`src/hw/rtl/rbst_pkg.sv`:
```
// Shared constants and types for the ray box slab test.
package rbst_pkg;

	localparam int FRAC_BITS_DEF = 16;
	localparam int REG_W         = 31;
	localparam int CFG_IDX_W     = 2;
	localparam int NUM_W         = 48;
	localparam int QBITS         = 31;
	localparam int DIV_LAT       = QBITS + 2;
	localparam int LANE_LAT      = DIV_LAT + 3;
	localparam int NLANES        = 3;

	localparam logic [CFG_IDX_W-1:0] CFG_CELL_SIZE  = 2'd0;
	localparam logic [CFG_IDX_W-1:0] CFG_NEAR_LIMIT = 2'd1;
	localparam logic [CFG_IDX_W-1:0] CFG_FAR_LIMIT  = 2'd2;

	localparam logic [REG_W-1:0] CELL_SIZE_RST  = 31'd65536;
	localparam logic [REG_W-1:0] NEAR_LIMIT_RST = 31'd1;
	localparam logic [REG_W-1:0] FAR_LIMIT_RST  = 31'd655360000;

	localparam logic [7:0] PLANT_LO = 8'd26;
	localparam logic [7:0] PLANT_HI = 8'd31;

	typedef struct packed {
		logic signed [31:0] ts;
		logic signed [31:0] tb;
		logic               skip;
		logic               miss;
	} lane_res_t;

endpackage

```
`src/hw/rtl/rbst_div.sv`:
```
// Pipelined saturating fixed-point divider, one quotient bit per stage.
module rbst_div import rbst_pkg::*; #(
	parameter int FRAC_BITS = FRAC_BITS_DEF
) (
	input  logic                    clk,
	input  logic                    en,
	input  logic signed [NUM_W-1:0] n,
	input  logic signed [31:0]      d,
	output logic signed [31:0]      q
);

	localparam int NB = NUM_W + FRAC_BITS;
	localparam int TW = NB - QBITS;
	localparam int CW = (TW > 33) ? TW : 33;

	logic [NUM_W-1:0] an;
	logic [31:0]      ad;
	logic [NB-1:0]    nn;
	logic [TW-1:0]    top;
	logic [CW-1:0]    top_w;
	logic             ovf;

	logic [31:0]      rem [0:QBITS];
	logic [QBITS-1:0] low [0:QBITS];
	logic [QBITS-1:0] quo [0:QBITS];
	logic [31:0]      dv  [0:QBITS];
	logic             ng  [0:QBITS];
	logic             ov  [0:QBITS];
	logic [32:0]      mag;

	always_comb begin
		an    = n[NUM_W-1] ? NUM_W'(-n) : NUM_W'(n);
		ad    = d[31] ? 32'(-d) : 32'(d);
		nn    = {an, FRAC_BITS'(0)};
		top   = nn[NB-1:QBITS];
		top_w = CW'(top);
		ovf   = top_w >= CW'(ad);
	end

	always_ff @(posedge clk) begin
		if (en) begin
			rem[0] <= top_w[31:0];
			low[0] <= nn[QBITS-1:0];
			quo[0] <= '0;
			dv[0]  <= ad;
			ng[0]  <= n[NUM_W-1] ^ d[31];
			ov[0]  <= ovf;
		end
	end

	for (genvar k = 0; k < QBITS; k++) begin : g_step
		logic [32:0] r2;
		logic        ge;

		always_comb begin
			r2 = {rem[k], low[k][QBITS-1-k]};
			ge = r2 >= {1'b0, dv[k]};
		end

		always_ff @(posedge clk) begin
			if (en) begin
				rem[k+1] <= ge ? 32'(r2 - {1'b0, dv[k]}) : r2[31:0];
				low[k+1] <= low[k];
				quo[k+1] <= quo[k] | (QBITS'(ge) << (QBITS-1-k));
				dv[k+1]  <= dv[k];
				ng[k+1]  <= ng[k];
				ov[k+1]  <= ov[k];
			end
		end
	end

	always_comb begin
		mag = ov[QBITS] ? {2'b01, 31'd0} : {2'b00, quo[QBITS]};
	end

	always_ff @(posedge clk) begin
		if (en) begin
			if (ng[QBITS])
				q <= 32'(-mag);
			else if (ov[QBITS])
				q <= 32'h7fff_ffff;
			else
				q <= {1'b0, quo[QBITS]};
		end
	end

endmodule

```
`config.mk`:
```
export PLATFORM = sky130hd
export DESIGN_NAME = rbst_div
export DESIGN_NICKNAME = d
export VERILOG_FILES = /design/src/hw/rtl/rbst_pkg.sv /design/src/hw/rtl/rbst_div.sv
export SDC_FILE = /design/constraint.sdc
export NUM_CORES = 2
export LEC_CHECK = 0
export ABC_CLOCK_PERIOD_IN_PS = 6450
export BUFFER_PORTS_ARGS = -buffer_cell sky130_fd_sc_hd__buf_2
export CAP_MARGIN = 15
export CORE_ASPECT_RATIO = 0.75
export CORE_MARGIN = 2
export CORE_UTILIZATION = 51
export CTS_CLUSTER_DIAMETER = 60
export DETAILED_ROUTE_END_ITERATION = 6
export PLACE_DENSITY = 0.78
export SYNTH_ARGS = -nofsm -noshare
export SYNTH_HDL_FRONTEND = slang
export SYNTH_SLANG_ARGS = --single-unit
```
`constraint.sdc`:
```
create_clock -name clk -period 6.45 [get_ports clk]
set_clock_uncertainty 0.15 [all_clocks]
set_input_delay 0.645 -clock clk [delete_from_list [all_inputs] [get_ports clk]]
set_output_delay 0.645 -clock clk [all_outputs]
set_load 0.03 [all_outputs]
```
# ---- Yosys cells after proc, flatten, opt, wreduce, memory -nomap -nowiden
# Memories as Yosys holds them, arrays and structs flattened.
# Cells that the tools add are included.
dict set report totals {
  regBits 32
  output_inout_bits 32
  mem_bits_rw 4096
  input_bits 82
  wordCells 143
  memories 6
}
dict set report classes {
  n_addsub 34
  order_cmp 32
  bitwise 32
  muxes 38
}
# memory depth word_bits rd rd_clocked_by_memory_dff write_ports line
set memory_table {}
lappend memory_table {dv 32 32 31 0 32 rbst_div.sv:26} ;# logic [31:0] dv [0:QBITS];
lappend memory_table {rem 32 32 31 0 32 rbst_div.sv:23} ;# logic [31:0] rem [0:QBITS];
lappend memory_table {low 32 31 31 0 32 rbst_div.sv:24} ;# logic [QBITS-1:0] low [0:QBITS];
lappend memory_table {quo 32 31 32 0 32 rbst_div.sv:25} ;# logic [QBITS-1:0] quo [0:QBITS];
lappend memory_table {ng 32 1 32 0 32 rbst_div.sv:27} ;# logic ng [0:QBITS];
lappend memory_table {ov 32 1 32 0 32 rbst_div.sv:28} ;# logic ov [0:QBITS];
# cell count
set op_table {}
lappend op_table {{$mux W32} 34}
lappend op_table {{$ge A33 B32 Y1} 32}
lappend op_table {{$sub A32 B32 Y32} 31}
lappend op_table {{$neg A32 Y32} 2}
lappend op_table {{$mux W48} 1}
lappend op_table {{$neg A48 Y48} 1}
lappend op_table {{$mux W31} 1}
lappend op_table {{$or A31 B1 Y31} 1}
lappend op_table {{$or A31 B10 Y31} 1}
lappend op_table {{$or A31 B11 Y31} 1}
lappend op_table {{$or A31 B12 Y31} 1}
lappend op_table {{$or A31 B13 Y31} 1}
lappend op_table {{$or A31 B14 Y31} 1}
lappend op_table {{$or A31 B15 Y31} 1}
lappend op_table {{$or A31 B16 Y31} 1}
lappend op_table {{$or A31 B17 Y31} 1}
lappend op_table {{$or A31 B18 Y31} 1}
lappend op_table {{$or A31 B19 Y31} 1}
lappend op_table {{$or A31 B2 Y31} 1}
lappend op_table {{$or A31 B20 Y31} 1}
lappend op_table {{$or A31 B21 Y31} 1}
lappend op_table {{$or A31 B22 Y31} 1}
lappend op_table {{$or A31 B23 Y31} 1}
lappend op_table {{$or A31 B24 Y31} 1}
lappend op_table {{other kinds (16)} 17}

# ---- Longest topological paths before layout
# An unclocked memory read counts as a cell.
dict set report logic_depth {
  depth_word 4
  mapped_depth 21
}

# ---- Least setup slack after synthesis
# Ideal clock, no wire load.
dict set report synth_path {
  kind {input to register}
  startpoint {input port n[18]}
  endpoint {memory ov[0][0], data pin}
  arrival_ns 4.512
  cell_stages 20
  setup_ns 0.256
  slack_ns 1.532
  cell_sequence {or4_4 or4_1 nor3b_2 nand2_1 or3_4 or4_4 inv_1 nand2_1 o41ai_2 xnor2_1 ha_1 a21o_1 a21o_1 a21oi_1 nor2b_1 o21ai_0 nand2_1 nand2_1 o211ai_1 a41o_1}
}
# item line
set synth_lines {}
lappend synth_lines {{from (decl)} rbst_div.sv:7} ;# input logic signed [NUM_W-1:0] n,
lappend synth_lines {{to (decl)} rbst_div.sv:28}

==> qor.yml <==
gr-usage-met1_pct: 33.87
clkSlewWorstSetupHoldPaths_ns: 0.06
cp_max_fo: 5
setup_violations: 0
core_um2: 286300
syn_area_um2: 146900
via_count: 99150
tritoncts: "done"
avgSynthCellArea_um2: 11.51
clk_path_buf_depth: 4
synthFlopType: "edfxtp_1"
tightest_slew_ns: 1.201
grt_pass1_wl_um: 525000
place_congestion: 0.9530
cp_slowest_cell: "or4_4"
drt_iter0_drc: 11630
ant_nets: 0
ys_async_sr_fraction_pct: 0
min_period_over_period_pct: 82.23
placed_area_um2: 152000
crit_required_ns: 6.89
drc: 0
viasPerCell: 5.840
fin_util_pct: 56.50
clock-root-buffer: "clkbuf_16"
die-area_um2: 292400
chipHeight_um: 468.8
cpMostUsedCell: "nand2_1"
fp.dieW_um: 623.7
grt.met2_usage_pct: 33.99
path_class: "in2reg"
status: "complete, no violations"
drive_gt1_share_pct: 7.931
hold_violations: 0
grt-ovfl-total: 0
wl_per_cell_um: 19.95
ir_worst_vdd_mv: 0.2691
globalRoute.busiestLayer: "met2"
use_met3_pct: 4.200
setup-tns-final_ns: 0
maxSlewHeadroom_pct: 19.22
numCtsBuffers: 280
cts_resized: 0
ys_seq_area_share_pct: 55.12
hpwl_um: 251400
yosysWarnings: 0
pin_count: 114
powerDensity_nw_per_um2: 510.6
place_worst_setup_slack_ns: 0.8715
io_buffer_count: 113
grtUsageTotal_pct: 22.63
synth_cells: 12760
cap_viol_max_count: 0
initial_utilization_pct: 51.30
finalCriticalPeriod_ns: 5.304
fin_ws_ns: 1.146
netlist-cell-type-count: 88
clock_latency_ns: 0.88
synth_seq_cells: 2696
hp-class: "in2reg"
syn2layout_area_growth_pct: 10.13
fmax_mhz: 188.5
power_leakage_nw: 65.69
cp-start-kind: "primary input"
grt_pass1_vias: 92380
critical_path.endpoint_type: "flip-flop"
fin_area_um2: 161800
cts.sinks: 2696
drtPass1Iterations: 7
cts_setup_buffers: 0
cts_max_level: 5
cp.arrival_ns: 5.74
finalMaxSlewViolations: 0
syn-num-nets: 13900
final_nets: 14110
crit_path_cell_trace: "dlygate4sd3_1 -> buf_2 -> or4_4 -> or4_1 -> nor3b_2 -> nand2_1 -> or3_4 -> or4_4 -> inv_1 -> nand2_1 -> o41ai_2 -> xnor2_1 -> ha_1 -> a21o_1 -> a21o_1 -> a21oi_1 -> nor2b_1 -> o21ai_0 -> nand2_1 -> nand2_1 -> o211ai_1 -> a41o_1"
ctsHoldBuffers: 23
rsz0062_at_grt: "false"
slowest_delay_ns: 0.55
synth_edf_count: 2696
row_count: 170
routed_wl_um: 338800
antenna_found_initial: 14
grt_max_degree: 190
## cell usage after synthesis (102+ instances only)
master	n	area share, %
o21bai_1	119	0.61
xor2_1	381	2.3
ha_1	1026	8.7
nor3_1	132	0.45
mux2_2	306	2.3
edfxtp_1	2696	55
a21oi_1	1018	3.5
o21ai_0	811	2.8
nand3_1	193	0.66
a211oi_1	102	0.52
o21a_1	152	0.78
nand2b_1	153	0.65
nand4_1	140	0.60
inv_1	1269	3.2
nand2_1	822	2.1
clkbuf_1	256	0.65
xnor2_1	511	3.0
nor2b_1	149	0.63
a21o_1	587	3.0
nor2_1	779	2.0
## worst paths after layout
path | depth (start not counted) | startpoint | slack (ns) | to
hold reg to reg | 0 | quo[13][20]$_DFFE_PP_ | 0.22 | quo[14][20]$_DFFE_PP_
hold / removal | 2 | n[46] | 0.06 | rem[0][31]$_DFFE_PP_
setup / recovery | 22 | n[18] | 1.15 | ov[0][0]$_DFFE_PP_
setup reg to reg | 12 | dv[0][289]$_DFFE_PP_ | 1.38 | rem[10][3]$_DFFE_PP_
## power by group
group          internal (mW)  switching [mW]
registers               25.8            2.97
logic                   15.7            21.3
clock network           9.93            6.86
total                   51.5            31.1
## state kept, by name, indices dropped and copies added (netlist names)
signal / cells
dv: 992
ov: 32
quo: 496
q: 32
rem: 992
ng: 32
low: 120
## cell type report
type / count / area [um2]
fill: 23010 / 124500
sequential: 2696 / 80960
multi-input combinational: 8495 / 60140
clock buffer: 330 / 7343
inverter: 1272 / 4775
tap: 3784 / 4735
clock inverter: 169 / 2088
timing repair buffer: 227 / 1702
antenna: 6 / 15.01
## cells by family after synthesis
| group | share of synthesized area [%] |
|---|---|
| adder cells (fa/ha/maj) | 9.149 |
| buffers and inverters | 4.058 |
| flip-flops | 55.12 |
| XOR/XNOR | 5.319 |
| AO/OA/AOI/OAI | 14.90 |
| AND/OR/NAND/NOR | 8.940 |
| multiplexers | 2.518 |
## stage by stage
stage               hold slack (ns)  power [mW]  instances
floorplan                    0.2503       55.56      12760
global placement             0.2502       64.24      16450
detailed placement           0.2545       64.89      16450
CTS                        0.002646       82.19      16970
global route                0.03534       87.85      16980
finish                      0.06037       82.59      16980
## cell usage in the layout, fill, tap and decap left out, types with 112 or more instances in the layout
cell type  Yosys  layout
edfxtp_1    2696    2696
inv_1       1269    1269
ha_1        1026    1026
a21oi_1     1018    1012
nand2_1      822     822
o21ai_0      811     811
nor2_1       779     779
a21o_1       587     587
xnor2_1      511     511
xor2_1       381     381
mux2_2       306     306
clkbuf_16      0     287
nand3_1      193     193
nand2b_1     153     153
o21a_1       152     151
nor2b_1      149     149
nand4_1      140     140
nor3_1       132     132
o21bai_1     119     119
buf_2         27     112
## layer usage
metal	wire length, um	up-vias
met4	8084	8
met2	145000	3806
met3	29400	491
met1	156300	47470
met5	46	-
li1	-	47380
## worst max-delay path, delay by kind of cell
family	cells	cell delay, ns
AND/OR/NAND/NOR	10	2.63
adder cells (fa/ha/maj)	1	0.28
XOR/XNOR	1	0.19
buffers and inverters	3	0.75
AO/OA/AOI/OAI	7	1.28
Note: power is estimated with default switching activity, not from simulation.
